## src/rtl/core/imu_kalman_tilt_filter_unit_assert.svh

```systemverilog
// Assertion helpers for the tilt filter block.
`ifndef IMU_KALMAN_TILT_FILTER_UNIT_ASSERT_SVH
`define IMU_KALMAN_TILT_FILTER_UNIT_ASSERT_SVH

// Consequent checked in the same cycle as the antecedent.
`define IKF_ASSERT_SAME(lbl, clk, rst, ante, cons, msg) \
  lbl: assert property (@(posedge clk) disable iff (rst) (ante) |-> (cons)) else $error(msg);

// Consequent checked in the cycle after the antecedent.
`define IKF_ASSERT_NEXT(lbl, clk, rst, ante, cons, msg) \
  lbl: assert property (@(posedge clk) disable iff (rst) (ante) |=> (cons)) else $error(msg);

`endif

```

## src/rtl/core/ikf_pkg.sv

```systemverilog
`default_nettype none
package ikf_pkg;

  localparam int DATA_WIDTH_DEF  = 32;
  localparam int FRAC_BITS_DEF   = 16;
  localparam int CORDIC_STEPS    = 28;
  localparam int TBL_FRAC        = 24;
  localparam int CORDIC_PRESHIFT = 14;
  localparam int CORDIC_XW       = 34;
  localparam int CORDIC_ZW       = 36;
  localparam int ACC_WIDTH       = 16;
  localparam int GYRO_WIDTH      = 32;
  localparam int OUT_WIDTH       = 32;
  localparam int CFG_IDX_W       = 3;
  localparam int CFG_DATA_W      = 32;
  localparam int PERIOD_W        = 17;
  localparam int NOISE_W         = 31;

  localparam logic [CFG_IDX_W-1:0] REG_PERIOD    = 3'd0;
  localparam logic [CFG_IDX_W-1:0] REG_ANGLE_Q   = 3'd1;
  localparam logic [CFG_IDX_W-1:0] REG_BIAS_Q    = 3'd2;
  localparam logic [CFG_IDX_W-1:0] REG_MEASURE_R = 3'd3;

  localparam logic [PERIOD_W-1:0] PERIOD_RST    = 17'd655;
  localparam logic [NOISE_W-1:0]  ANGLE_Q_RST   = 31'd66;
  localparam logic [NOISE_W-1:0]  BIAS_Q_RST    = 31'd197;
  localparam logic [NOISE_W-1:0]  MEASURE_R_RST = 31'd1966;

  typedef enum logic [2:0] {
    ST_IDLE,
    ST_CORDIC_GO,
    ST_CORDIC_WAIT,
    ST_OP,
    ST_MUL_WAIT,
    ST_WB,
    ST_DIV_WAIT,
    ST_DONE
  } ikf_state_t;

  // Per-axis micro-op sequence.
  typedef enum logic [4:0] {
    OP_NA,
    OP_GB,
    OP_TG,
    OP_QS1,
    OP_QS2,
    OP_TQ,
    OP_TP,
    OP_Q10,
    OP_TQG,
    OP_E,
    OP_K0,
    OP_K1,
    OP_KNA,
    OP_KNB,
    OP_P00,
    OP_P01,
    OP_P10,
    OP_P11
  } ikf_op_t;

  typedef struct packed {
    logic signed [63:0] val;
    logic               ovf;
  } sat_res_t;

  function automatic sat_res_t sat_wide(input logic signed [63:0] v, input int unsigned dw);
    logic signed [63:0] vmax;
    logic signed [63:0] vmin;
    sat_res_t r;
    vmax = (64'sd1 <<< (dw - 1)) - 64'sd1;
    vmin = -vmax - 64'sd1;
    r.ovf = 1'b1;
    if (v > vmax) begin
      r.val = vmax;
    end else if (v < vmin) begin
      r.val = vmin;
    end else begin
      r.val = v;
      r.ovf = 1'b0;
    end
    return r;
  endfunction

  // atan(2^-i) in degrees, 24 fraction bits
  function automatic logic [31:0] cordic_angle(input logic [4:0] i);
    logic [31:0] v;
    case (i)
      5'd0:  v = 32'd754974720;
      5'd1:  v = 32'd445687602;
      5'd2:  v = 32'd235489088;
      5'd3:  v = 32'd119537938;
      5'd4:  v = 32'd60000934;
      5'd5:  v = 32'd30029717;
      5'd6:  v = 32'd15018523;
      5'd7:  v = 32'd7509720;
      5'd8:  v = 32'd3754917;
      5'd9:  v = 32'd1877466;
      5'd10: v = 32'd938734;
      5'd11: v = 32'd469367;
      5'd12: v = 32'd234684;
      5'd13: v = 32'd117342;
      5'd14: v = 32'd58671;
      5'd15: v = 32'd29335;
      5'd16: v = 32'd14668;
      5'd17: v = 32'd7334;
      5'd18: v = 32'd3667;
      5'd19: v = 32'd1833;
      5'd20: v = 32'd917;
      5'd21: v = 32'd458;
      5'd22: v = 32'd229;
      5'd23: v = 32'd115;
      5'd24: v = 32'd57;
      5'd25: v = 32'd29;
      5'd26: v = 32'd14;
      5'd27: v = 32'd7;
      default: v = 32'd0;
    endcase
    return v;
  endfunction

endpackage
`default_nettype wire

```

## src/rtl/core/ikf_mul.sv

```systemverilog
`default_nettype none
module ikf_mul #(
  parameter int DATA_WIDTH = ikf_pkg::DATA_WIDTH_DEF,
  parameter int FRAC_BITS  = ikf_pkg::FRAC_BITS_DEF
) (
  input  logic                         clk,
  input  logic                         rst,
  input  logic                         start,
  input  logic signed [DATA_WIDTH-1:0] a,
  input  logic signed [DATA_WIDTH-1:0] b,
  output logic                         done,
  output logic signed [DATA_WIDTH-1:0] prod,
  output logic                         ovf
);
  import ikf_pkg::*;

  localparam int CHUNK = 16;
  localparam int NCH   = (DATA_WIDTH + CHUNK - 1) / CHUNK;
  localparam int PW    = NCH * CHUNK;
  localparam int AW    = DATA_WIDTH + PW;
  localparam int CW    = $clog2(NCH + 1);

  logic [DATA_WIDTH-1:0]       am, bm, xm;
  logic [PW-1:0]               yp;
  logic [AW-1:0]               acc, rsum, rl, lim;
  logic [DATA_WIDTH+CHUNK-1:0] pp;
  logic [CW-1:0]               cnt;
  logic                        neg, busy, big;

  assign am   = a[DATA_WIDTH-1] ? -a : a;
  assign bm   = b[DATA_WIDTH-1] ? -b : b;
  // one DATA_WIDTH x 16 partial product per cycle, top chunk first
  assign pp   = (DATA_WIDTH+CHUNK)'(xm) * (DATA_WIDTH+CHUNK)'(yp[PW-1 -: CHUNK]);
  assign rsum = acc + (AW'(1) << (FRAC_BITS - 1));
  assign rl   = rsum >> FRAC_BITS;
  assign lim  = neg ? (AW'(1) << (DATA_WIDTH - 1)) : ((AW'(1) << (DATA_WIDTH - 1)) - AW'(1));
  assign big  = rl > lim;

  always_ff @(posedge clk) begin
    if (rst) begin
      busy <= 1'b0;
      done <= 1'b0;
    end else begin
      done <= 1'b0;
      if (start) begin
        xm   <= am;
        yp   <= PW'(bm);
        acc  <= '0;
        neg  <= a[DATA_WIDTH-1] ^ b[DATA_WIDTH-1];
        cnt  <= '0;
        busy <= 1'b1;
      end else if (busy) begin
        if (cnt == CW'(NCH)) begin
          busy <= 1'b0;
          done <= 1'b1;
          ovf  <= big;
          if (big) begin
            prod <= neg ? {1'b1, {(DATA_WIDTH-1){1'b0}}} : {1'b0, {(DATA_WIDTH-1){1'b1}}};
          end else begin
            prod <= neg ? -rl[DATA_WIDTH-1:0] : rl[DATA_WIDTH-1:0];
          end
        end else begin
          acc <= (acc << CHUNK) + AW'(pp);
          yp  <= yp << CHUNK;
          cnt <= cnt + CW'(1);
        end
      end
    end
  end

endmodule
`default_nettype wire

```

## config.mk

```make
export PLATFORM = sky130hd
export DESIGN_NAME = ikf_mul
export DESIGN_NICKNAME = d
export VERILOG_FILES = /design/src/rtl/core/imu_kalman_tilt_filter_unit_assert.svh /design/src/rtl/core/ikf_pkg.sv /design/src/rtl/core/ikf_mul.sv
export SDC_FILE = /design/constraint.sdc
export NUM_CORES = 2
export LEC_CHECK = 0
export BUFFER_PORTS_ARGS = -buffer_cell sky130_fd_sc_hd__buf_2
export CAP_MARGIN = 20
export CORE_MARGIN = 2
export CORE_UTILIZATION = 50
export DETAILED_ROUTE_END_ITERATION = 8
export PLACE_DENSITY_LB_ADDON = 0.1
export SLEW_MARGIN = 15
export SYNTH_ARGS = -nofsm -noshare
export SYNTH_HDL_FRONTEND = slang
export SYNTH_SLANG_ARGS = --single-unit
```

## constraint.sdc

```tcl
create_clock -name clk -period 17.1 [get_ports clk]
set_input_delay 2.565 -clock clk [delete_from_list [all_inputs] [get_ports clk]]
set_output_delay 2.565 -clock clk [all_outputs]
set_load 0.02 [all_outputs]
```

* Yosys cells after proc, flatten, opt, wreduce, memory -nomap -nowiden *
Cells that the tools add are included.

cells by class
  add/sub/neg operators = 6
  $mul = 1
  order comparisons = 1
  equality and inequality tests = 2
  mux-type cells = 17
  bitwise gates (word level) = 4
  reduce and logical (&&, ||, !) cells = 5

operator list
  cell                      count
  $mux W32                  8
  $mux W64                  2
  $neg A32 Y32              3
  $add A64 B16 Y64 const B  1
  $add A64 B48 Y64          1
  $gt A48 B32 Y1            1
  $mul A32 B16 Y48          1
  $mux W31                  1
  $mux W1                   4
  $mux W2                   2
  $reduce_and A4 Y1         1
  $not A1 Y1                3
  $reduce_and A3 Y1         1
  $reduce_or A3 Y1          1
  $add A2 B1 Y2 const B     1
  $eq A2 B2 Y1 const B      1
  $ne A2 B2 Y1 const B      1
  $reduce_and A2 Y1         1
  $reduce_bool A2 Y1        1
  $xor A1 B1 Y1             1

word-level totals
  bits in registers = 166
  output and inout bits = 34
  logic and storage cells = 46

* Depth between registers and ports, before layout *
  depth in word-level cells = 4
  mapped depth = 25

* Worst setup path before layout *
Ideal clock, no wire load.

  kind = input -> register
  start point = input port start
  end point = register acc[0], enable pin
  library setup time = 588 ps
  data arrival time = 7,896 ps
  setup slack = 8,616 ps
  stages on the path = 4
  path through = clkbuf_1 > clkinv_1 > clkbuf_1 > a21oi_1

between the ends
  word-level cells in the longest chain between the ends = 2
  elaborated cells between the ends (all ways) = 3
  classes of those cells = 1 x eq/ne; 2 x reduce/logical

ends and longest elaborated chain
  what                                                                        line           RTL
  from (decl)                                                                 ikf_mul.sv:8   input logic start,
  $ne A2 B2 Y1 (no source line) / $reduce_bool A2 Y1 (equally long branches)  n/a
  $reduce_and A3 Y1 (no source line) *                                        n/a
  to (signal assigned)                                                        ikf_mul.sv:63  acc <= (acc << CHUNK) + AW'(pp);
  to (decl)                                                                   ikf_mul.sv:25  logic [AW-1:0] acc, rsum, rl, lim;

Mark *: on every way between the ends. The rest lies on a longest branch, timed or not.
A chain may end at the register's enable or synchronous reset.

* Worst setup path after layout *
  start point = register xm[5]
  end point = register acc[60] (data pin)

between the ends
  word-level cells in the longest chain between the ends = 4

ends and longest elaborated chain
  what                    line           RTL
  from (decl)             ikf_mul.sv:23  logic [DATA_WIDTH-1:0] am, bm, xm;
  from (signal assigned)  ikf_mul.sv:46  xm <= am;
  $mul A32 B16 Y48        ikf_mul.sv:33  assign pp = (DATA_WIDTH+CHUNK)'(xm) * (DATA_WIDTH+CHUNK)'(yp[PW-1 -: CHUNK]);
  $add A64 B48 Y64        ikf_mul.sv:63
  $mux W64                ikf_mul.sv:53  if (cnt == CW'(NCH)) begin
  $mux W64                ikf_mul.sv:52  end else if (busy) begin

Every way passes these cells. The select of a mux whose other input is x is not followed.

==> summary.md <==
| Metric | Value |
|---|---|
| Status | `finished clean` |
| Post-synth ARST share | `0` |
| Initial core utilization | `0.508` |
| Met1 Use GR | `0.390` |
| Nets | `around 3,800` |
| Total grt overflow | `0` |
| Placed Cells | `3,866` |
| Cell area after layout | `29,900 µm²` |
| CP Buf/Inv Count | `5` |
| Setup_tns | `0 ns` |
| Multiplexer share of the synthesized area | `0.00698` |
| Resized Gates After CTS | `0` |
| Global-route wire length before repair | `129,000 µm` |
| Post-Synth Simple-Gate Area | `0.188` |
| Tightest Pin Transition | `0.988 ns` |
| Largest family of logic cells by synthesized area | `adder cells` |
| Post-synth top area share | `0.320` |
| GP Congestion | `0.928` |
| Via Count | `between 20,000 and 25,000` |
| Iter 0 DRT Violations | `between 1,500 and 2,000` |
| Tmin final | `roughly 7.5 ns` |
| Worst R2R Path Depth | `22` |
| R2R Path Start | `xm[5]$_DFFE_PP_` |
| Antenna violations before repair | `3` |
| Total Routing Usage GR | `0.296` |
| Setup WS post-layout | `9.58 ns` |
| Clock Pin Slew Worst Setup and Hold Paths | `~0.08 ns` |
| Hpwl dp | `64,000 µm` |
| Met3 GRT Util | `0.0407` |
| Largest net degree at the start of global routing | `88` |
| Register area share after synthesis | `0.176` |
| Mapped Cells | `around 3,100` |
| Synthesis-stage register bit count | `between 150 and 200` |
| Final setup fails | `0` |
| Share of layout cells above drive strength 1 | `0.0660` |
| Maxcap violations | `0` |
| Hold-fix buffers, CTS | `0` |
| Cts bufs inserted | `17` |
| Final worst-path cycle share | `0.440` |
| Crit-path max FO | `16` |
| Worst-Skew Late Latency | `0.49 ns` |
| Post-synthesis xor/xnor area fraction | `0.0454` |
| Crit path capture type | `register` |
| Bufs on Longest Clock Path | `2` |
| Via-per-instance ratio | `5.62` |
| Post-Place Worst Slack | `roughly 9.7 ns` |
| CTS tree | `built` |
| Die area | `58,200 µm²` |
| Area leader, netlist | `fa_1` |
| Worst slew margin | `0.342` |
| Post-synth EDFFs | `164` |
| Fmax | `between 100 and 150 MHz` |
| Antenna diodes | `0` |
| Final WL | `just over 80,000 µm` |
| CP top delay family | `adder cells` |
| Mapped Area | `28,100 µm²` |
| Core Box Area | `55,400 µm²` |
| Met2 Use GR | `0.505` |
| Hold Path Sink | `done$_SDFF_PP0_` |
| Most frequent cell on the critical path | `fa_1` |
| Fin. max-slew vios | `0` |
| # clock sinks | `166` |
| Dpl cell area | `29,300 µm²` |
| Final std cells w/o fill | `3,898` |
| Busiest grt layer | `met2` |
| Post-CTS Setup Repair Bufs | `0` |
| Slowest stage delay, CP | `0.69 ns` |
| Critical path required time | `17.45 ns` |
| Synth Area in Adders | `0.397` |
| CP cell instances | `and2_1 > fa_1 > inv_1 > fa_1 > fa_1 > fa_1 > inv_1 > fa_1 > inv_1 > fa_1 > inv_1 > ha_1 > a21oi_1 > o21ai_0 > a21bo_2 > a41o_1 > a21oi_1 > o21a_1 > o21ai_0 > buf_4 > or4b_2 > nand3_1` |
| # DRC | `0` |
| Worst path slowest cell | `edfxtp_1` |
| Kind of critical path | `register to register` |
| Area grow syn2layout | `6.18%` |
| Root Driver | `clkbuf_16` |
| RSZ-0062 raised after global routing | `no` |
| Start point of the worst hold path | `busy$_SDFF_PP0_` |
| Syn Area/Cell | `8.96 µm²` |
| Synth area leaders | `fa_1 (32%), edfxtp_1 (18%), inv_1 (8.3%), ha_1 (7.7%), nand2_1 (5.2%)` |
| HP Class | `register to register` |
| Compound-Gate Fraction of Synth Area | `0.0815` |
| Row Count | `86` |
| Die width | `241 µm` |
| Setup crit start kind | `register` |
| Dominant synthesized flop cell | `edfxtp_1` |
| Filler cells | `5,168` |
| I/O Buffers | `100` |
| Hold path depth | `2` |
| TritonRoute pass-1 iters | `5` |
| Clk_skew | `0.0200 ns` |
| Post-synthesis cell type count | `76` |
| Chip height | `241 µm` |
| H-Tree Depth | `4` |
| Final Hold Viols | `0` |
| Crit path depth | `22` |
| Arrival @ worst endpoint | `just under 8 ns` |
| Syn Nets | `3,830` |
| Vias in the first global route | `22,900` |
| R2r setup slk | `9.58 ns` |
| Routed Antenna Nets | `0` |
| Critical R2R Capture | `acc[60]$_SDFFCE_PP0P_` |
| Average wire per standard cell | `20.9 µm` |
| YS warnings | `0` |
| IO Count | `101` |
-- worst reg2reg max path, delay by kind of cell, from the launching register on --
family / cells / cell delay [ns]
flip-flops: 1 / 0.69
adder cells (fa/ha/maj): 7 / 3.45
buffers and inverters: 5 / 0.42
AND/OR/NAND/NOR: 3 / 1.04
AO/OA/AOI/OAI: 7 / 1.78
-- registers in the layout, indices dropped and copies added, names as in the netlist --
signal	cells
done	1
prod	32
neg	1
cnt	2
ovf	1
yp	32
xm	32
busy	1
acc	64
-- how the worst max path moves through the flow --
stage	start	end	slack [ns]
floorplan	start	acc[0]$_SDFFCE_PP0P_	8.62
global placement	xm[5]$_DFFE_PP_	acc[60]$_SDFFCE_PP0P_	9.73
detailed placement	xm[5]$_DFFE_PP_	acc[60]$_SDFFCE_PP0P_	9.67
CTS	xm[5]$_DFFE_PP_	acc[60]$_SDFFCE_PP0P_	9.63
global route	xm[25]$_DFFE_PP_	acc[54]$_SDFFCE_PP0P_	9.27
finish	xm[5]$_DFFE_PP_	acc[60]$_SDFFCE_PP0P_	9.58
-- stage by stage --
step,util,hold WS [ns]
global route,0.539,0.538
floorplan,-,0.445
finish,0.539,0.508
detailed placement,0.528,0.496
global placement,0.528,0.490
CTS,0.539,0.514
-- synth_stat cells, drive strengths merged, types with 9 or more instances --
library cell / instances
or3: 20
a211oi: 9
a21o: 46
a31oi: 9
nor3: 42
nor4: 13
or2: 12
ha: 173
edfxtp: 164
nor4b: 18
xor2: 65
fa: 450
o211ai: 12
o21bai: 13
nand2: 387
xnor2: 80
nand3: 50
or4: 22
nand2b: 11
o41ai: 10
nand4: 39
mux2i: 14
and2: 221
a21oi: 86
nor2: 169
and3: 14
o31ai: 24
o21ai: 78
nor2b: 10
clkbuf: 147
o22ai: 11
buf: 9
inv: 623
-- placed cells by master, fill, tap and decap left out, types with 12 or more instances in the layout --
cell type  Yosys  routed
or3_1         20      20
fa_1         450     450
buf_4          0      35
mux2i_1       14      14
nor3_1        42      41
nand2_1      387     387
xor2_1        65      65
o21ai_0       71      71
and2_1       221     221
nand3_1       49      49
nor4b_1       18      18
xnor2_1       79      79
o21bai_1      13      13
and3_1        14      14
edfxtp_1     164     164
nor2_1       169     168
or4_1         19      19
nand4_1       37      37
a21oi_1       86      85
ha_1         173     173
o211ai_1      12      12
inv_1        620     620
buf_2          5      99
a21o_1        46      46
o31ai_1       24      24
clkbuf_16      0      17
-- routing by layer --
metal / vias to the layer above / share of wire
met1: 11100 / 0.42
li1: 9922 / -
met2: 764 / 0.49
met4: 0 / 0.034
met3: 145 / 0.063
met5: - / 0
-- cell families (layout without fill, tap and decap cells) --
| group | Yosys count | after routing |
|---|---|---|
| adders and majority gates | 623 | 623 |
| muxes | 19 | 19 |
| buffers and inverters | 780 | 790 |
| AOI/OAI and AO/OA | 352 | 352 |
| xor gates and xnor gates | 145 | 145 |
| DFF | 166 | 166 |
| and+or+nand+nor | 1055 | 1055 |
-- cell type report --
cell class	instances	area (µm²)	share of cell area
multi-input combinational	2194	20300	0.678
sequential	166	4960	0.166
inverter	624	2340	0.0784
tap	748	936	0.0313
timing repair buffer	134	758	0.0254
clock buffer	17	425	0.0142
clock inverter	15	186	0.00624
Power is left out: the tool's default activity adds up to more than one toggle a clock period on the data nets, which glitch-free logic cannot reach.
