[config.mk]
export PLATFORM = sky130hd
export DESIGN_NAME = ikf_div
export DESIGN_NICKNAME = d
export VERILOG_FILES = /design/src/rtl/core/imu_kalman_tilt_filter_unit_assert.svh /design/src/rtl/core/ikf_pkg.sv /design/src/rtl/core/ikf_div.sv
export SDC_FILE = /design/constraint.sdc
export NUM_CORES = 1
export LEC_CHECK = 0
export ABC_AREA = 1
export BUFFER_PORTS_ARGS = -buffer_cell sky130_fd_sc_hd__buf_4
export CAP_MARGIN = 30
export CORE_MARGIN = 1
export CORE_UTILIZATION = 55
export DETAILED_ROUTE_END_ITERATION = 8
export GPL_ROUTABILITY_DRIVEN = 0
export GPL_TIMING_DRIVEN = 0
export PLACE_DENSITY = 0.74
export SETUP_SLACK_MARGIN = 0.05
export SLEW_MARGIN = 0
export SYNTH_ARGS = -nofsm -noshare
export SYNTH_HDL_FRONTEND = slang
export SYNTH_SLANG_ARGS = --single-unit
export TNS_END_PERCENT = 20
[constraint.sdc]
create_clock -name clk -period 8.2 [get_ports clk]
set_clock_uncertainty 0.2 [all_clocks]
set_input_delay 1.64 -clock clk [delete_from_list [all_inputs] [get_ports clk]]
set_output_delay 1.64 -clock clk [all_outputs]
set_load 0.02 [all_outputs]
[src/rtl/core/imu_kalman_tilt_filter_unit_assert.svh]
// Assertion helpers for the tilt filter block.
`ifndef IMU_KALMAN_TILT_FILTER_UNIT_ASSERT_SVH
`define IMU_KALMAN_TILT_FILTER_UNIT_ASSERT_SVH

// Consequent checked in the same cycle as the antecedent.
`define IKF_ASSERT_SAME(lbl, clk, rst, ante, cons, msg) \
  lbl: assert property (@(posedge clk) disable iff (rst) (ante) |-> (cons)) else $error(msg);

// Consequent checked in the cycle after the antecedent.
`define IKF_ASSERT_NEXT(lbl, clk, rst, ante, cons, msg) \
  lbl: assert property (@(posedge clk) disable iff (rst) (ante) |=> (cons)) else $error(msg);

`endif

[src/rtl/core/ikf_pkg.sv]
`default_nettype none
package ikf_pkg;

  localparam int DATA_WIDTH_DEF  = 32;
  localparam int FRAC_BITS_DEF   = 16;
  localparam int CORDIC_STEPS    = 28;
  localparam int TBL_FRAC        = 24;
  localparam int CORDIC_PRESHIFT = 14;
  localparam int CORDIC_XW       = 34;
  localparam int CORDIC_ZW       = 36;
  localparam int ACC_WIDTH       = 16;
  localparam int GYRO_WIDTH      = 32;
  localparam int OUT_WIDTH       = 32;
  localparam int CFG_IDX_W       = 3;
  localparam int CFG_DATA_W      = 32;
  localparam int PERIOD_W        = 17;
  localparam int NOISE_W         = 31;

  localparam logic [CFG_IDX_W-1:0] REG_PERIOD    = 3'd0;
  localparam logic [CFG_IDX_W-1:0] REG_ANGLE_Q   = 3'd1;
  localparam logic [CFG_IDX_W-1:0] REG_BIAS_Q    = 3'd2;
  localparam logic [CFG_IDX_W-1:0] REG_MEASURE_R = 3'd3;

  localparam logic [PERIOD_W-1:0] PERIOD_RST    = 17'd655;
  localparam logic [NOISE_W-1:0]  ANGLE_Q_RST   = 31'd66;
  localparam logic [NOISE_W-1:0]  BIAS_Q_RST    = 31'd197;
  localparam logic [NOISE_W-1:0]  MEASURE_R_RST = 31'd1966;

  typedef enum logic [2:0] {
    ST_IDLE,
    ST_CORDIC_GO,
    ST_CORDIC_WAIT,
    ST_OP,
    ST_MUL_WAIT,
    ST_WB,
    ST_DIV_WAIT,
    ST_DONE
  } ikf_state_t;

  // Per-axis micro-op sequence.
  typedef enum logic [4:0] {
    OP_NA,
    OP_GB,
    OP_TG,
    OP_QS1,
    OP_QS2,
    OP_TQ,
    OP_TP,
    OP_Q10,
    OP_TQG,
    OP_E,
    OP_K0,
    OP_K1,
    OP_KNA,
    OP_KNB,
    OP_P00,
    OP_P01,
    OP_P10,
    OP_P11
  } ikf_op_t;

  typedef struct packed {
    logic signed [63:0] val;
    logic               ovf;
  } sat_res_t;

  function automatic sat_res_t sat_wide(input logic signed [63:0] v, input int unsigned dw);
    logic signed [63:0] vmax;
    logic signed [63:0] vmin;
    sat_res_t r;
    vmax = (64'sd1 <<< (dw - 1)) - 64'sd1;
    vmin = -vmax - 64'sd1;
    r.ovf = 1'b1;
    if (v > vmax) begin
      r.val = vmax;
    end else if (v < vmin) begin
      r.val = vmin;
    end else begin
      r.val = v;
      r.ovf = 1'b0;
    end
    return r;
  endfunction

  // atan(2^-i) in degrees, 24 fraction bits
  function automatic logic [31:0] cordic_angle(input logic [4:0] i);
    logic [31:0] v;
    case (i)
      5'd0:  v = 32'd754974720;
      5'd1:  v = 32'd445687602;
      5'd2:  v = 32'd235489088;
      5'd3:  v = 32'd119537938;
      5'd4:  v = 32'd60000934;
      5'd5:  v = 32'd30029717;
      5'd6:  v = 32'd15018523;
      5'd7:  v = 32'd7509720;
      5'd8:  v = 32'd3754917;
      5'd9:  v = 32'd1877466;
      5'd10: v = 32'd938734;
      5'd11: v = 32'd469367;
      5'd12: v = 32'd234684;
      5'd13: v = 32'd117342;
      5'd14: v = 32'd58671;
      5'd15: v = 32'd29335;
      5'd16: v = 32'd14668;
      5'd17: v = 32'd7334;
      5'd18: v = 32'd3667;
      5'd19: v = 32'd1833;
      5'd20: v = 32'd917;
      5'd21: v = 32'd458;
      5'd22: v = 32'd229;
      5'd23: v = 32'd115;
      5'd24: v = 32'd57;
      5'd25: v = 32'd29;
      5'd26: v = 32'd14;
      5'd27: v = 32'd7;
      default: v = 32'd0;
    endcase
    return v;
  endfunction

endpackage
`default_nettype wire

[src/rtl/core/ikf_div.sv]
`default_nettype none
module ikf_div #(
  parameter int DATA_WIDTH = ikf_pkg::DATA_WIDTH_DEF,
  parameter int FRAC_BITS  = ikf_pkg::FRAC_BITS_DEF
) (
  input  logic                         clk,
  input  logic                         rst,
  input  logic                         start,
  input  logic signed [DATA_WIDTH-1:0] num,
  input  logic signed [DATA_WIDTH-1:0] den,
  output logic                         done,
  output logic signed [DATA_WIDTH-1:0] quot,
  output logic                         ovf
);
  import ikf_pkg::*;

  localparam int NW = DATA_WIDTH + FRAC_BITS;
  localparam int CW = $clog2(NW + 1);

  logic [DATA_WIDTH-1:0] nm, dm, d;
  logic [NW-1:0]         quo, lim;
  logic [DATA_WIDTH:0]   rem, trial;
  logic [CW-1:0]         cnt;
  logic                  neg, busy, fits, big;

  assign nm    = num[DATA_WIDTH-1] ? -num : num;
  assign dm    = den[DATA_WIDTH-1] ? -den : den;
  assign trial = {rem[DATA_WIDTH-1:0], quo[NW-1]};
  assign fits  = trial >= {1'b0, d};
  assign lim   = neg ? (NW'(1) << (DATA_WIDTH - 1)) : ((NW'(1) << (DATA_WIDTH - 1)) - NW'(1));
  assign big   = quo > lim;

  // restoring division of (|num| << FRAC_BITS) by |den|, one quotient bit a cycle
  always_ff @(posedge clk) begin
    if (rst) begin
      busy <= 1'b0;
      done <= 1'b0;
    end else begin
      done <= 1'b0;
      if (start) begin
        quo  <= {nm, {FRAC_BITS{1'b0}}};
        d    <= dm;
        rem  <= '0;
        neg  <= num[DATA_WIDTH-1] ^ den[DATA_WIDTH-1];
        cnt  <= '0;
        busy <= 1'b1;
      end else if (busy) begin
        if (cnt == CW'(NW)) begin
          busy <= 1'b0;
          done <= 1'b1;
          ovf  <= big;
          if (big) begin
            quot <= neg ? {1'b1, {(DATA_WIDTH-1){1'b0}}} : {1'b0, {(DATA_WIDTH-1){1'b1}}};
          end else begin
            quot <= neg ? -quo[DATA_WIDTH-1:0] : quo[DATA_WIDTH-1:0];
          end
        end else begin
          rem <= fits ? (trial - {1'b0, d}) : trial;
          quo <= {quo[NW-2:0], fits};
          cnt <= cnt + CW'(1);
        end
      end
    end
  end

endmodule
`default_nettype wire

# Word level (Yosys, flattened, before mapping)
# Cells that the tools add are included.
[word_totals]
output_inout_bits = 34
inputBits = 67
word_cells = 47
reg_bits = 154
[op_classes]
bitwise = 4
reduce_logical = 5
order_cmp = 2
add_sub_neg = 5
n_eq_ne = 2
mux = 18
[op_table]
columns = ["op", "count"]
rows = [
  ["32-bit 2-to-1 mux", 8],
  ["48-bit 2-to-1 mux", 3],
  ["32-bit negator", 3],
  ["48-bit by 32-bit > comparator with 1-bit output", 1],
  ["33-bit by 32-bit greater-or-equal comparator with 1-bit output", 1],
  ["32-bit subtractor", 1],
  ["31-bit 2-to-1 mux", 1],
  ["6-bit 2-to-1 mux", 2],
  ["6-bit by 1-bit adder with 6-bit output (second input constant)", 1],
  ["6-bit equality test (second input constant)", 1],
  ["1-bit 2-to-1 mux", 4],
  ["4-bit AND reduction", 1],
  ["1-bit NOT", 3],
  ["3-bit AND reduction", 1],
  ["3-bit OR reduction", 1],
  ["2-bit inequality test (second input constant)", 1],
  ["2-bit AND reduction", 1],
  ["2-bit nonzero test", 1],
  ["1-bit bitwise XOR", 1],
]

# Logic depth before layout (Yosys ltp)
[logic_depth]
word_depth = 4
depth_mapped = 17

# Worst setup path after synthesis
# OpenSTA, ideal clock, no wires.
[synth_path]
path_kind = "input to register"
startpoint = "input port start"
endpoint = "register cnt[0], enable pin"
stages = 4
t_required_ns = 7.440
setup_slack_ns = 1.156
n_path_buf = 2
setup_ns = 0.560
arrival_ns = 6.284
cell_sequence = "clkbuf_1 > inv_2 > buf_2 > a21oi_1"
[synth_between]
elab_chain_len = 2
word_cells_on_any_way = 3
classes_between = "eq/ne: 1; reduce/logical: 2"
[synth_rtl]
columns = ["element", "line", "source"]
rows = [
  ["from (decl)", "ikf_div.sv:8", "input logic start,"],
  ["2-bit inequality test (no line) / 2-bit nonzero test (equally long branches)", "--", ""],
  ["3-bit AND reduction (no line) *", "--", ""],
  ["to (signal assigned)", "ikf_div.sv:60", "cnt <= cnt + CW'(1);"],
  ["to (decl)", "ikf_div.sv:23", "logic [CW-1:0] cnt;"],
]
# Every way passes the cells marked *; elsewhere a longest branch is shown, timed or not.
# A chain may end at the register's enable or synchronous reset.

# Worst setup path after layout
[layout_path]
startpoint = "register neg"
endpoint = "register quot[16], data pin"
[layout_between]
elab_chain_len = 3
word_cells_on_any_way = 5
classes_between = "order compare: 1; mux: 4"
[layout_rtl]
columns = ["element", "line", "source"]
rows = [
  ["from (decl)", "ikf_div.sv:24", "logic neg, busy, fits, big;"],
  ["from (signal assigned)", "ikf_div.sv:44", "neg <= num[DATA_WIDTH-1] ^ den[DATA_WIDTH-1];"],
  ["32-bit 2-to-1 mux", "ikf_div.sv:30, ikf_div.sv:53", ""],
  ["48-bit by 32-bit > comparator with 1-bit output", "ikf_div.sv:31", "assign big = quo > lim;"],
  ["32-bit 2-to-1 mux *", "ikf_div.sv:52", "if (big) begin"],
  ["to (signal assigned)", "ikf_div.sv:53", "quot <= neg ? {1'b1, {(DATA_WIDTH-1){1'b0}}} : {1'b0, {(DATA_WIDTH-1){1'b1}}};"],
  ["to (signal assigned)", "ikf_div.sv:55", "quot <= neg ? -quo[DATA_WIDTH-1:0] : quo[DATA_WIDTH-1:0];"],
  ["to (decl)", "ikf_div.sv:12", "output logic signed [DATA_WIDTH-1:0] quot,"],
]
# Marks and branches as above.

==> results.md <==
- The cell repeated most along the worst path is sky130_fd_sc_hd__nand2_1.
- After synthesis, the largest family of logic cells by area is simple AND/OR/NAND/NOR gates.
- The placed cell count is 2130.
- The top cell types in the final layout, fill and taps aside, are 547 x sky130_fd_sc_hd__nand2_1, 289 x sky130_fd_sc_hd__inv_1, 225 x sky130_fd_sc_hd__nor2_1.
- The clock insertion delay at the later pin of the skew report is 0.43 ns.
- The first global-routing pass estimated 51300 µm of wire.
- The xor and xnor fraction of the mapped netlist area is 0.0592.
- The slew at the pin with the worst max-slew slack is 0.980 ns.
- The final reports fail on DRC.
- After detailed routing, the number of vias per cell comes to 5.31.
- In the post-synthesis netlist, the biggest area contributors are sky130_fd_sc_hd__edfxtp_1 37%, sky130_fd_sc_hd__nand2_1 17%, sky130_fd_sc_hd__inv_1 8.7%.
- Yosys printed 0 warnings.
- Leaving out fill and tap cells, the most frequent cell in the layout is sky130_fd_sc_hd__nand2_1.
- The cell with the biggest individual delay on the critical path is sky130_fd_sc_hd__edfxtp_1.
- For the worst setup path, the data arrival time is 4.11 ns.
- The pin count of the biggest net entering global routing is 34.
- The share of total power dissipated in combinational logic is 0.281.
- In this run the post-CTS setup repair buffer count came out at 0.
- The area of the core region is 22000 µm².
- The global route total overflow is 0.
- The number of buffers inserted by port buffering is 99.
- The minimum setup slack among reg-to-reg paths is 4.05 ns.
- In the global route stage, overall resource usage came out at 0.277.
- The floorplan die area is 23200 µm².
- Of the total synthesized cell area, the portion taken by AND, OR, NAND and NOR gates is 0.339.
- The number of vias in the routed layout is 11.5k.
- The final antenna-violating net count is 0.
- The share of the Yosys chip area taken by registers is 0.371.
- The critical path is of the flop to flop type.
- The area fraction in compound gates after synthesis is 0.0548.
- The worst setup slack before clock tree synthesis is 4.13 ns.
- At the end of the flow, the number of nets in the layout was 2006.
- Among all flip-flop cells after synthesis, the most frequent one is sky130_fd_sc_hd__edfxtp_1.
- The worst hold path depth is 2.
- The sequential cells in the finished layout cover a total of 4600 µm².
- The critical path goes through buf_16 -> clkbuf_1 -> inv_1 -> clkbuf_1 -> ha_1 -> nand2_1 -> nor2_1 -> nand4_1 -> nor2_1 -> and2_1 -> nand2_1 -> nand2_1 -> nand2_1 -> buf_2 -> nand2_1 -> nand2_1.
- The worst slew slack as a fraction of its limit is 0.341.
- TritonCTS built the clock tree.
- IR analysis of the VDD net gives a maximum drop of 0.000143 V.
- The number of design rule violations left after detail routing is 5.
- Subtracting the final worst setup slack from the clock period gives 4.15 ns.
- The area of the mapped netlist is 12400 µm².
- In this run the core area contains 54 standard-cell rows.
- Internal power comes to 1.60 mW.
- The share of total power dissipated in the clock network is 0.320.
- The destination of the worst register-to-register timing path is quot[16].
- The clock slew at the register clock pins of the worst setup and hold paths is 0.07 ns.
- The worst hold path startpoint is busy.
- In this run, distinct cell masters in the synthesized netlist total 46.
- The share of Yosys cell area claimed by the top area cell type is 0.367.
- Measured along the y axis, the die boundary spans 152 µm.
- Synthesis produced a netlist whose cell count is 1744.
- In the finished design, the share of the clock period the worst path needs comes to 0.506.
- Of the total synthesized cell area, the portion taken by full adders, half adders and majority gates is 0.0711.
- Setup repair after global routing left no endpoint under its margin.
- The number of DRC violations after detailed-routing iteration 0 is 870.
- Once layout is complete, the utilization of the core stands at 0.648.
- Summing all multi-input logic gate instances after layout gives 6540 µm².
- Counting the buffers created by CTS gives 17.
- The number of global-route vias before repair was 10.8k.
- The max-slew violation total from the final report is 0.
- At the worst endpoint, the required time is 8.16 ns.
- The share of post-route cells with drive strength above 1 is 0.116.
- The sum of net half-perimeters after detailed placement is 24900 µm.
- The count of final setup violators is 0.
- The number of antenna repair diodes is 0.
- Once the clock tree was built, the resizer swapped 0 gates to a different size.
- The maximum achievable frequency is 0.241 GHz.
- The number of flip-flops and latches in the synthesized netlist is 154.
- The sort of element at the end of the critical path is a flop.
- The net switching power of the design is 0.828 mW.
- The synthesis-to-finish area growth is 14.6%.
- After the flow finishes, the layout carries non-filler instances totaling 2162.
- The end point of the most critical hold path is done.
- For this configuration, the core starts out at a cell density of 0.566.
- The number of failing hold endpoints at the final stage is 0.
- The count of boundary I/O pins is 101.
- Dividing the detail-routed wire length by the instance count gives 14.5 µm.
- Of the total power, the share spent switching nets is 0.341.
- The number of nets handed over by synthesis was 1881.
- The maximum fanout along the worst path is 19.
- The number of fill cells in the layout is 1940.
- The H-tree was split into 4 levels.
- The leading area contributor after synthesis is sky130_fd_sc_hd__edfxtp_1.
- The flow ran to the end, but the final reports show violations.
- The initial antenna violation count came to 0.
- The synthesized area per cell is 7.12 µm².
- The number of buffers on the longest clock path is 2.
- The delay contributed by the slowest stage of the critical path is 0.76 ns.
- The number of synthesized flops with an enable pin is 152.
- The iteration count of the initial detailed-routing pass is 7.
- Dividing total power by cell area gives a power density of 171 nW/µm².
- For this design, the sink count on the clock tree is 154.
- The worst hold margin is 0.305 ns.
- The length in cells of the worst reg-to-reg path is 16.
- The sequential share of power is 0.399.
- The horizontal die dimension is 152 µm.
- For this run, asynchronously set or reset flops after synthesis account for 0.
- In this run the clock root is driven by a sky130_fd_sc_hd__clkbuf_16.
- The portion of synthesized area spent on multiplexers is 0.
- For this design the static power due to leakage is 7.06 nW.
- The worst setup margin is 4.05 ns.
- The number of buffers added to fix hold violations after cts is 0.
- The sum of routed wire length over all layers is 31300 µm.
- Max-cap violations in this run came to 0.
- The type of element launching the critical path is a flop.
- The type of the tightest min-delay check is flop to flop.
- The origin of the critical flop-to-flop path is neg.
[worst max path at each step]
| stage | startpoint | endpoint | cells after the start | slack (ns) |
|---|---|---|---|---|
| after floorplan | start | cnt[0] | 4 | 1.16 |
| after global placement | start | rem[14] | 4 | -1.11 |
| after detailed placement | start | quot[13] | 5 | 4.13 |
| after CTS | neg | quot[16] | 16 | 4.13 |
| after global routing | neg | quot[14] | 16 | 3.82 |
| final | neg | quot[16] | 16 | 4.05 |
[per-stage QoR]
stage               TNS [ns]  area [µm²]  power (mW)
global placement      -94.97       13500        1.63
global route               0       14200        2.56
detailed placement         0       13700        1.65
CTS                        0       14200        2.43
finish                     0       14200        2.43
floorplan                  0       12400        1.46
[cell type report]
cell class,count,share of cell area
Multi-Input combinational cell,1258,0.460
Sequential cell,154,0.323
Inverter,295,0.0778
Timing Repair Buffer,106,0.0610
Clock buffer,17,0.0299
Tap cell,280,0.0246
Buffer,37,0.0137
Clock inverter,15,0.00985
[cell usage after synthesis (all sizes together), types with 19 or more instances]
cell / n
xor2: 74
edfxtp: 152
nand2: 559
nand4: 25
o21ai: 56
buf: 19
a21oi: 45
ha: 69
inv: 294
nand3: 112
nor3: 20
nor2: 239
[logic make-up after synthesis]
group | count (synthesis)
xor+xnor | 84
buf+inv | 332
compound gates | 124
flops | 154
simple gates | 980
fa+ha+maj | 70
[sequential cells by signal, summed over array words and instances, names as in the netlist, 6 cells and up]
| signal | count |
|---|---|
| cnt | 6 |
| quo | 48 |
| rem | 32 |
| d | 32 |
| quot | 32 |
[critical path: cells and delay by family (launching register included)]
kind	cells	cell delay (ns)
buffers and inverters	5	1.33
and+or+nand+nor	10	1.18
DFF	1	0.76
adders and majority gates	1	0.40
[power by group through the flow]
stage / Combinational (mW) / Sequential [mW] / Clock, mW
after floorplan: 0.484 / 0.979 / 0
after global placement: 0.643 / 0.991 / 0
after detailed placement: 0.668 / 0.985 / 0
after CTS: 0.674 / 0.968 / 0.786
after global routing: 0.768 / 0.974 / 0.818
final: 0.682 / 0.969 / 0.779
[layer usage]
layer | global-route usage | part of all wire | vias up
met4 | 0.0918 | 0.025 | 0
met1 | 0.381 | 0.45 | 5197
met2 | 0.445 | 0.45 | 456
met3 | 0.0435 | 0.079 | 56
li1 | - | - | 5768
met5 | 0 | 0 | -
(Power assumes the default switching activity.)
