`src/rtl/core/imu_kalman_tilt_filter_unit_assert.svh`:
```
// Assertion helpers for the tilt filter block.
`ifndef IMU_KALMAN_TILT_FILTER_UNIT_ASSERT_SVH
`define IMU_KALMAN_TILT_FILTER_UNIT_ASSERT_SVH

// Consequent checked in the same cycle as the antecedent.
`define IKF_ASSERT_SAME(lbl, clk, rst, ante, cons, msg) \
  lbl: assert property (@(posedge clk) disable iff (rst) (ante) |-> (cons)) else $error(msg);

// Consequent checked in the cycle after the antecedent.
`define IKF_ASSERT_NEXT(lbl, clk, rst, ante, cons, msg) \
  lbl: assert property (@(posedge clk) disable iff (rst) (ante) |=> (cons)) else $error(msg);

`endif

```
`src/rtl/core/ikf_pkg.sv`:
```
`default_nettype none
package ikf_pkg;

  localparam int DATA_WIDTH_DEF  = 32;
  localparam int FRAC_BITS_DEF   = 16;
  localparam int CORDIC_STEPS    = 28;
  localparam int TBL_FRAC        = 24;
  localparam int CORDIC_PRESHIFT = 14;
  localparam int CORDIC_XW       = 34;
  localparam int CORDIC_ZW       = 36;
  localparam int ACC_WIDTH       = 16;
  localparam int GYRO_WIDTH      = 32;
  localparam int OUT_WIDTH       = 32;
  localparam int CFG_IDX_W       = 3;
  localparam int CFG_DATA_W      = 32;
  localparam int PERIOD_W        = 17;
  localparam int NOISE_W         = 31;

  localparam logic [CFG_IDX_W-1:0] REG_PERIOD    = 3'd0;
  localparam logic [CFG_IDX_W-1:0] REG_ANGLE_Q   = 3'd1;
  localparam logic [CFG_IDX_W-1:0] REG_BIAS_Q    = 3'd2;
  localparam logic [CFG_IDX_W-1:0] REG_MEASURE_R = 3'd3;

  localparam logic [PERIOD_W-1:0] PERIOD_RST    = 17'd655;
  localparam logic [NOISE_W-1:0]  ANGLE_Q_RST   = 31'd66;
  localparam logic [NOISE_W-1:0]  BIAS_Q_RST    = 31'd197;
  localparam logic [NOISE_W-1:0]  MEASURE_R_RST = 31'd1966;

  typedef enum logic [2:0] {
    ST_IDLE,
    ST_CORDIC_GO,
    ST_CORDIC_WAIT,
    ST_OP,
    ST_MUL_WAIT,
    ST_WB,
    ST_DIV_WAIT,
    ST_DONE
  } ikf_state_t;

  // Per-axis micro-op sequence.
  typedef enum logic [4:0] {
    OP_NA,
    OP_GB,
    OP_TG,
    OP_QS1,
    OP_QS2,
    OP_TQ,
    OP_TP,
    OP_Q10,
    OP_TQG,
    OP_E,
    OP_K0,
    OP_K1,
    OP_KNA,
    OP_KNB,
    OP_P00,
    OP_P01,
    OP_P10,
    OP_P11
  } ikf_op_t;

  typedef struct packed {
    logic signed [63:0] val;
    logic               ovf;
  } sat_res_t;

  function automatic sat_res_t sat_wide(input logic signed [63:0] v, input int unsigned dw);
    logic signed [63:0] vmax;
    logic signed [63:0] vmin;
    sat_res_t r;
    vmax = (64'sd1 <<< (dw - 1)) - 64'sd1;
    vmin = -vmax - 64'sd1;
    r.ovf = 1'b1;
    if (v > vmax) begin
      r.val = vmax;
    end else if (v < vmin) begin
      r.val = vmin;
    end else begin
      r.val = v;
      r.ovf = 1'b0;
    end
    return r;
  endfunction

  // atan(2^-i) in degrees, 24 fraction bits
  function automatic logic [31:0] cordic_angle(input logic [4:0] i);
    logic [31:0] v;
    case (i)
      5'd0:  v = 32'd754974720;
      5'd1:  v = 32'd445687602;
      5'd2:  v = 32'd235489088;
      5'd3:  v = 32'd119537938;
      5'd4:  v = 32'd60000934;
      5'd5:  v = 32'd30029717;
      5'd6:  v = 32'd15018523;
      5'd7:  v = 32'd7509720;
      5'd8:  v = 32'd3754917;
      5'd9:  v = 32'd1877466;
      5'd10: v = 32'd938734;
      5'd11: v = 32'd469367;
      5'd12: v = 32'd234684;
      5'd13: v = 32'd117342;
      5'd14: v = 32'd58671;
      5'd15: v = 32'd29335;
      5'd16: v = 32'd14668;
      5'd17: v = 32'd7334;
      5'd18: v = 32'd3667;
      5'd19: v = 32'd1833;
      5'd20: v = 32'd917;
      5'd21: v = 32'd458;
      5'd22: v = 32'd229;
      5'd23: v = 32'd115;
      5'd24: v = 32'd57;
      5'd25: v = 32'd29;
      5'd26: v = 32'd14;
      5'd27: v = 32'd7;
      default: v = 32'd0;
    endcase
    return v;
  endfunction

endpackage
`default_nettype wire

```
`src/rtl/core/ikf_cordic.sv`:
```
`default_nettype none
module ikf_cordic #(
  parameter int DATA_WIDTH = ikf_pkg::DATA_WIDTH_DEF,
  parameter int FRAC_BITS  = ikf_pkg::FRAC_BITS_DEF
) (
  input  logic                         clk,
  input  logic                         rst,
  input  logic                         start,
  input  logic signed [ikf_pkg::ACC_WIDTH-1:0] yv,
  input  logic signed [ikf_pkg::ACC_WIDTH-1:0] xv,
  output logic                         done,
  output logic signed [DATA_WIDTH-1:0] angle,
  output logic                         ovf
);
  import ikf_pkg::*;

  localparam int XW    = CORDIC_XW;
  localparam int ZW    = CORDIC_ZW;
  localparam int SHIFT = TBL_FRAC - FRAC_BITS;
  localparam int RND   = (1 << SHIFT) >> 1;

  logic signed [XW-1:0] x, y, xs, ys, dx, dy;
  logic signed [ZW-1:0] z, zr;
  logic [4:0]           cnt;
  logic                 busy;
  logic                 y_pos;
  sat_res_t             zs;

  assign xs    = {{(XW-ACC_WIDTH){xv[ACC_WIDTH-1]}}, xv};
  assign ys    = {{(XW-ACC_WIDTH){yv[ACC_WIDTH-1]}}, yv};
  assign dx    = y >>> cnt;
  assign dy    = x >>> cnt;
  assign y_pos = !y[XW-1] && (y != '0);
  assign zr    = (z + ZW'(RND)) >>> SHIFT;
  assign zs    = sat_wide({{(64-ZW){zr[ZW-1]}}, zr}, DATA_WIDTH);

  always_ff @(posedge clk) begin
    if (rst) begin
      busy <= 1'b0;
      done <= 1'b0;
    end else begin
      done <= 1'b0;
      if (start) begin
        busy <= 1'b1;
        if (xv == '0 && yv == '0) begin
          // zero vector: skip the rotations, angle stays 0
          cnt <= 5'(CORDIC_STEPS);
          z   <= '0;
        end else begin
          cnt <= '0;
          if (xv[ACC_WIDTH-1]) begin
            x <= (-xs) <<< CORDIC_PRESHIFT;
            y <= (-ys) <<< CORDIC_PRESHIFT;
            z <= yv[ACC_WIDTH-1] ? -(ZW'(180) << TBL_FRAC) : (ZW'(180) << TBL_FRAC);
          end else begin
            x <= xs <<< CORDIC_PRESHIFT;
            y <= ys <<< CORDIC_PRESHIFT;
            z <= '0;
          end
        end
      end else if (busy) begin
        if (cnt == 5'(CORDIC_STEPS)) begin
          busy  <= 1'b0;
          done  <= 1'b1;
          angle <= zs.val[DATA_WIDTH-1:0];
          ovf   <= zs.ovf;
        end else begin
          cnt <= cnt + 5'd1;
          if (y_pos) begin
            x <= x + dx;
            y <= y - dy;
            z <= z + ZW'(cordic_angle(cnt));
          end else begin
            x <= x - dx;
            y <= y + dy;
            z <= z - ZW'(cordic_angle(cnt));
          end
        end
      end
    end
  end

endmodule
`default_nettype wire

```
`config.mk`:
```
export PLATFORM = sky130hd
export DESIGN_NAME = ikf_cordic
export DESIGN_NICKNAME = d
export VERILOG_FILES = /design/src/rtl/core/imu_kalman_tilt_filter_unit_assert.svh /design/src/rtl/core/ikf_pkg.sv /design/src/rtl/core/ikf_cordic.sv
export SDC_FILE = /design/constraint.sdc
export NUM_CORES = 1
export LEC_CHECK = 0
export BUFFER_PORTS_ARGS = -buffer_cell sky130_fd_sc_hd__buf_2
export CELL_PAD_IN_SITES_DETAIL_PLACEMENT = 1
export CELL_PAD_IN_SITES_GLOBAL_PLACEMENT = 1
export CORE_UTILIZATION = 43
export DETAILED_ROUTE_END_ITERATION = 8
export GPL_TIMING_DRIVEN = 0
export PLACE_DENSITY_LB_ADDON = 0.1
export RECOVER_POWER = 25
export SETUP_SLACK_MARGIN = 0.3
export SLEW_MARGIN = 40
export SYNTH_ARGS = -nofsm -noshare
export SYNTH_HDL_FRONTEND = slang
export SYNTH_SLANG_ARGS = --single-unit
export TNS_END_PERCENT = 10
```
`constraint.sdc`:
```
create_clock -name clk -period 8.4 [get_ports clk]
set_input_delay 0 -clock clk [delete_from_list [all_inputs] [get_ports clk]]
set_output_delay 0 -clock clk [all_outputs]
set_load 0.01 [all_outputs]
```
* Word-level counts from Yosys, hierarchy flattened
Memories as Yosys holds them, arrays and structs flattened. A register that Yosys moved wholly into a read port is not among the register bits. Index checks and enable logic that the tools add are counted.
Storage, ports and cells: bits in registers 144, word-level logic and storage cells 82, output and inout bits 34, memory bits (read-only) 1920, input bits 35, memories 2
Operators by class: $add $sub $neg 10, eq/ne operators 3, muxes and demuxes 41, shifts and indexed selects 2, bitwise gates (word level) 3, reduce and logical (&&, ||, !) cells 11, magnitude comparators 2
Memories:
- (name not given) | words 32, width 30, rd ports 1, clocked after memory_dff 1, write ports 0, RTL line ikf_pkg.sv:88 | case (i)
- (name not given) | words 32, width 30, rd ports 1, clocked after memory_dff 1, write ports 0, RTL line ikf_pkg.sv:88
Operators with widths (number):
- $mux W34 | 12
- $mux W32 | 11
- $mux W36 | 7
- $add A34 B34 Y34 | 2
- $sshr A34 B5 Y34 | 2
- $sub A34 B34 Y34 | 2
- $neg A16 Y20 | 2
- $add A36 B32 Y36 | 1
- $add A36 B9 Y36 const B | 1
- $sub A36 B32 Y36 | 1
- $reduce_bool A34 Y1 | 1
- $gt A28 B32 Y1 const B | 1
- $logic_not A16 Y1 | 2
- $lt A28 B32 Y1 const B | 1
- $mux W5 | 6
- $reduce_and A4 Y1 | 2
- $add A5 B1 Y5 const B | 1
- $eq A5 B5 Y1 const B | 1
- $mux W1 | 5
- $ne A2 B2 Y1 const B | 2
- $not A1 Y1 | 3
- $reduce_and A3 Y1 | 1
- $reduce_or A3 Y1 | 1
- $logic_and A1 B1 Y1 | 2
- 2 further kinds | 2

* Logic depth before layout (Yosys ltp)
depth after elaboration 12, depth in mapped cells 25, depth with buffers taken out 21

* Least setup slack after synthesis
OpenSTA, ideal clock, no wires.
path type register -> register, start point register cnt[4], end point register x[33], data pin, arrival time 5.927 ns, buffers on the path 7, stages on the path, launching flop included 26, slack 2.207 ns, setup time 0.266 ns, data required time 8.134 ns, clock period less this slack 6.193 ns, cell sequence edfxtp_1 > clkbuf_1 > clkbuf_1 > clkbuf_1 > buf_1 > clkbuf_1 > clkbuf_1 > buf_1 > nor3_1 > a21oi_1 > ha_1 > nor4b_4 > and3_1 > a21oi_1 > xor2_1 > ha_1 > a21o_1 > a21o_1 > a2111oi_0 > nor3_1 > a221oi_1 > o31ai_1 > o311a_1 > a311oi_1 > xnor2_1 > nor2_1
Between the ends: cells in the longest elaborated chain, start to end 6, elaborated cells between the ends (all ways) 7, those cells by class add/sub: 2; shift: 1; mux: 4
Ends and longest elaborated chain:
- from (decl) | RTL line ikf_cordic.sv:24 | logic [4:0] cnt;
- from (signal assigned) | RTL line ikf_cordic.sv:47 | cnt <= 5'(CORDIC_STEPS);
- from (signal assigned) | RTL line ikf_cordic.sv:68 | cnt <= cnt + 5'd1;
- $sshr A34 B5 Y34 (*) | RTL line ikf_cordic.sv:31 | assign dx = y >>> cnt;
- $sub A34 B34 Y34 or $add A34 B34 Y34 (tied branches) | RTL line ikf_cordic.sv:74, ikf_cordic.sv:70
- $mux W34 (*) | RTL line ikf_cordic.sv:69 | if (y_pos) begin
- $mux W34 (*) | RTL line ikf_cordic.sv:62 | if (cnt == 5'(CORDIC_STEPS)) begin
- $mux W34 (*) | RTL line ikf_cordic.sv:61 | end else if (busy) begin
- $mux W34 (*) | RTL line ikf_cordic.sv:43 | if (start) begin
- to (signal assigned) | RTL line ikf_cordic.sv:52 | x <= (-xs) <<< CORDIC_PRESHIFT;
- to (signal assigned) | RTL line ikf_cordic.sv:70 | x <= x + dx;
- to (signal assigned) | RTL line ikf_cordic.sv:74 | x <= x - dx;
- to (decl) | RTL line ikf_cordic.sv:22 | logic signed [XW-1:0] x, y, xs, ys, dx, dy;
Mark *: on every way between the ends. The rest lies on a longest branch, timed or not. The select of a mux whose other input is x is not followed. A chain may end at the register's enable or synchronous reset.

* Worst setup path after layout
start point register cnt[1], end point register y[33], data pin
Between the ends: cells in the longest elaborated chain, start to end 6, elaborated cells between the ends (all ways) 7, those cells by class add/sub: 2; shift: 1; mux: 4
Ends and longest elaborated chain:
- $sshr A34 B5 Y34 (*) | RTL line ikf_cordic.sv:32 | assign dy = x >>> cnt;
- $add A34 B34 Y34 or $sub A34 B34 Y34 (tied branches) | RTL line ikf_cordic.sv:75, ikf_cordic.sv:71
- $mux W34 (*) | RTL line ikf_cordic.sv:69
- $mux W34 (*) | RTL line ikf_cordic.sv:62
- $mux W34 (*) | RTL line ikf_cordic.sv:61
- $mux W34 (*) | RTL line ikf_cordic.sv:43
- to (signal assigned) | RTL line ikf_cordic.sv:53 | y <= (-ys) <<< CORDIC_PRESHIFT;
- to (signal assigned) | RTL line ikf_cordic.sv:71 | y <= y - dy;
- to (signal assigned) | RTL line ikf_cordic.sv:75 | y <= y + dy;
- to (decl) | RTL line ikf_cordic.sv:22
Marks and branches as above.

==> impl_metrics.py <==
metrics = {
    "cts": {
        "maximum_root_to_sink_buffer_count": 2,
        "cts_max_level": 4,
        "clock-sinks": 171,
        "worst_setup_hold_path_clk_slew_ns": 0.07,
        "tritoncts.num_buffers": 17,
        "clock-root-buffer": "sky130_fd_sc_hd__clkbuf_16",
        "cts_tree": "yes",
        "worstSkewPairLatency_ns": 0.51,
    },
    "finish": {
        "areaGrowthSynthToFinish_pct": 11.1,
        "final_layout_size_suffix_gt1_share_pct": 12.5,
        "layout.nets": 2522,
        "layout.cells.non_filler": 2978,
        "finalCoreUtilization_pct": 48.3,
        "most-common-layout-cells": "sky130_fd_sc_hd__nor2_1, sky130_fd_sc_hd__nand2_1, sky130_fd_sc_hd__a21oi_1",
        "mostFrequentLayoutCell": "sky130_fd_sc_hd__nor2_1",
        "fill_cells": 5435,
    },
    "detailed_routing": {
        "drcViolationCount": 0,
        "drt_iter0_drc": 2011,
        "wire_per_inst_um": 31.2,
        "detail_route.first_pass.iterations": 5,
        "vias": 20100,
        "remaining_antenna_violation_count": 0,
        "vias_per_cell": 6.76,
        "wirelength_um": 92900,
    },
    "synth": {
        "dominantRegCellSynth": "sky130_fd_sc_hd__edfxtp_1",
        "synth.top_cell.area_share_pct": 21.2,
        "ys_types": 100,
        "synth-compound-area-share_pct": 21.9,
        "xor_and_xnor_area_share_after_synthesis_pct": 10.5,
        "mappedNetlistArea_um2": 19700,
        "synth-seq-area-share_pct": 24.5,
        "synthesis.instances": 2234,
        "synth_top_cells_by_area": "sky130_fd_sc_hd__edfxtp_1, sky130_fd_sc_hd__ha_1, sky130_fd_sc_hd__mux4_2",
        "synth_edf_count": 139,
        "synth_area_leader_cell": "sky130_fd_sc_hd__edfxtp_1",
        "ys_ff_latch": 171,
        "asyncSetResetFlopFracSynth_pct": 0,
        "synthesis_warnings": 0,
        "synth_adder_area_share_pct": 7.94,
        "yosys-mux-area-fraction_pct": 13.8,
        "syn-mean-instance-area_um2": 8.80,
        "synth_top_family_by_area": "compound AO/OA/AOI/OAI gates",
        "synth_simple_gate_area_share_pct": 17.5,
        "syn_nets": 2392,
    },
    "hold_path": {
        "hold_start": "yv[14]",
        "worst_hold_path_type": "primary input to flip-flop",
        "hold-path-endpoint": "y[28]",
        "holdPathStages": 4,
    },
    "timing": {
        "transition_time_at_the_pin_with_the_least_slew_margin_ns": 1.04,
        "final_critical_path_setup_slack_ns": 0.241,
        "fin_crit_sh_pct": 97.1,
        "timing.final.setup_violations": 0,
        "fin_hold_ws_ns": 0.0319,
        "rsz0062_at_grt": "yes",
        "period_needed_ns": 8.16,
        "timing_max_transition_violations_final": 0,
        "timing.slew.headroom_pct": 30.5,
        "final_hold_viol_count": 0,
        "clock_skew_ns": 0.0323,
        "max_freq_mhz": 123,
    },
    "floorplanning": {
        "dieArea_um2": 46600,
        "std_cell_rows": 78,
        "die_width_um": 216,
        "placeable_core_region_um2": 45300,
        "die-height_um": 216,
        "initial_utilization_pct": 43.4,
        "design.portCount": 69,
    },
    "worst_setup_path": {
        "r2r_cells": 24,
        "timing.critical_path.fanout_max": 10,
        "path_class": "flip-flop to flip-flop",
        "r2r_slack_ns": 0.24,
        "worst-endpoint-required_ns": 8.60,
        "critPathArrivalTime_ns": 8.36,
        "end_kind": "flip-flop",
        "r2r_end": "y[33]",
        "worstSetupStartpointType": "flip-flop",
        "rr_startpoint": "cnt[1]",
    },
    "global_route": {
        "antenna_found_initial": 6,
        "grt_pass1_wl_um": 135000,
        "first_global_vias": 20300,
        "track_usage_pct": 39.6,
        "pin_count_of_the_biggest_net_entering_global_routing": 26,
        "grt_remaining_overflow": 0,
    },
    "place": {
        "dp.cells": 2914,
        "buffer_ports.inserted": 65,
        "place_congestion": 1.09,
        "dp_hpwl_um": 73100,
        "setup_slack_at_placement_ns": -0.586,
    },
    "power": {
        "net-switching-power_w": 0.00364,
        "power.share.switching_pct": 50.8,
        "p_seq_share_pct": 22.3,
        "leakage_nw": 8.33,
        "internal_power_w": 0.00352,
        "power_frac_comb_pct": 66.0,
        "p_per_area_nw_per_um2": 328,
        "power.clock.fraction_pct": 11.7,
        "power.ir.vdd_worst_uv": 183,
    },
    "outcome": {
        "status": "finished clean",
    },
    "run": {
        "maxCapViolations": 0,
    },
}
==> through the flow <==
step	setup TNS [ns]	instance area (µm²)	power [W]
after global routing	0	21900	0.00756
after floorplan	0	19700	0.00473
final	0	21900	0.00716
after CTS	0	21900	0.00701
after detailed placement	-1.23	21000	0.00611
after global placement	-13.57	20700	0.00592
==> per-layer routing <==
layer | part of all wire [%] | up-vias | GRT usage [%]
li1 | - | 8727 | -
met5 | 0.014 | - | 0
met1 | 43 | 10100 | 54.4
met4 | 5.1 | 2 | 19.9
met2 | 41 | 1077 | 56.0
met3 | 10 | 235 | 11.5
==> critical path, cell delays in order (launching register included) <==
cell and delay, ns:
sky130_fd_sc_hd__edfxtp_1 0.41, sky130_fd_sc_hd__buf_2 0.22, sky130_fd_sc_hd__inv_1 0.38, sky130_fd_sc_hd__buf_2 0.51
sky130_fd_sc_hd__buf_2 0.44, sky130_fd_sc_hd__buf_2 0.46, sky130_fd_sc_hd__mux2i_1 0.26, sky130_fd_sc_hd__a2bb2oi_1 0.35
sky130_fd_sc_hd__o211ai_1 0.32, sky130_fd_sc_hd__nor2_1 0.19, sky130_fd_sc_hd__a31oi_1 0.24, sky130_fd_sc_hd__a21oi_1 0.50
sky130_fd_sc_hd__a21boi_2 0.47, sky130_fd_sc_hd__o21ai_0 0.18, sky130_fd_sc_hd__a22oi_1 0.27, sky130_fd_sc_hd__ha_1 0.37
sky130_fd_sc_hd__nand3_1 0.21, sky130_fd_sc_hd__a211oi_1 0.10, sky130_fd_sc_hd__o21ai_0 0.34, sky130_fd_sc_hd__o31ai_2 0.22
sky130_fd_sc_hd__and4_1 0.27, sky130_fd_sc_hd__a2111oi_1 0.70, sky130_fd_sc_hd__a21oi_1 0.18, sky130_fd_sc_hd__xnor2_1 0.19
sky130_fd_sc_hd__o21ai_1 0.08
==> final cells by class <==
class	count	area [µm²]	share of cell area (%)
plain buffers	120	599	2.74
multi-input cells	1890	14200	64.8
repair buffers	111	721	3.30
well taps	600	751	3.43
clock buffers	17	425	1.95
diodes	1	2.50	0.0114
inverters	53	201	0.921
clock inverters	15	180	0.824
flip-flops and latches	171	4810	22.0
==> what timing repair did <==
action / in CTS / in global routing
setup buffers: 0 / 2
hold buffers: 26 / 0
endpoints found under the hold margin: 27 / 0
endpoints found under the setup margin: 12 / 9
pin swaps: 0 / 0
resized for setup: 6 / 4
==> synthesized netlist by cell type (55+ instances only) <==
cell	instances
sky130_fd_sc_hd__ha_1	120
sky130_fd_sc_hd__nand2_1	175
sky130_fd_sc_hd__edfxtp_1	139
sky130_fd_sc_hd__xnor2_1	144
sky130_fd_sc_hd__xor2_1	90
sky130_fd_sc_hd__clkbuf_1	66
sky130_fd_sc_hd__a21oi_1	174
sky130_fd_sc_hd__mux4_2	66
sky130_fd_sc_hd__mux2i_1	55
sky130_fd_sc_hd__a21o_1	55
sky130_fd_sc_hd__o21ai_0	148
sky130_fd_sc_hd__nor2_1	224
==> power by group through the flow <==
stage	clock network, W	logic (W)	registers, W
floorplan	0	0.00335	0.00138
global placement	0	0.00435	0.00157
detailed placement	0	0.00453	0.00158
CTS	0.000853	0.00459	0.00157
global route	0.000872	0.00510	0.00159
finish	0.000842	0.00473	0.00160
==> cells by family after synthesis <==
group	Yosys count
XOR/XNOR	235
AO/OA/AOI/OAI	662
flip-flops	171
buffers and inverters	173
adder cells (fa/ha/maj)	123
other	1
multiplexers	172
AND/OR/NAND/NOR	697
==> worst max-delay path by stage <==
stage          slack, ns    end  startpoint
4_1_cts             0.29  x[33]      cnt[4]
3_3_place_gp       -0.83  x[33]      cnt[4]
3_5_place_dp       -0.59  x[33]      cnt[4]
6_report            0.24  y[33]      cnt[1]
2_1_floorplan       2.21  x[33]      cnt[4]
5_1_grt             0.15  y[33]      cnt[1]
Power figures use the tool's default switching activity.
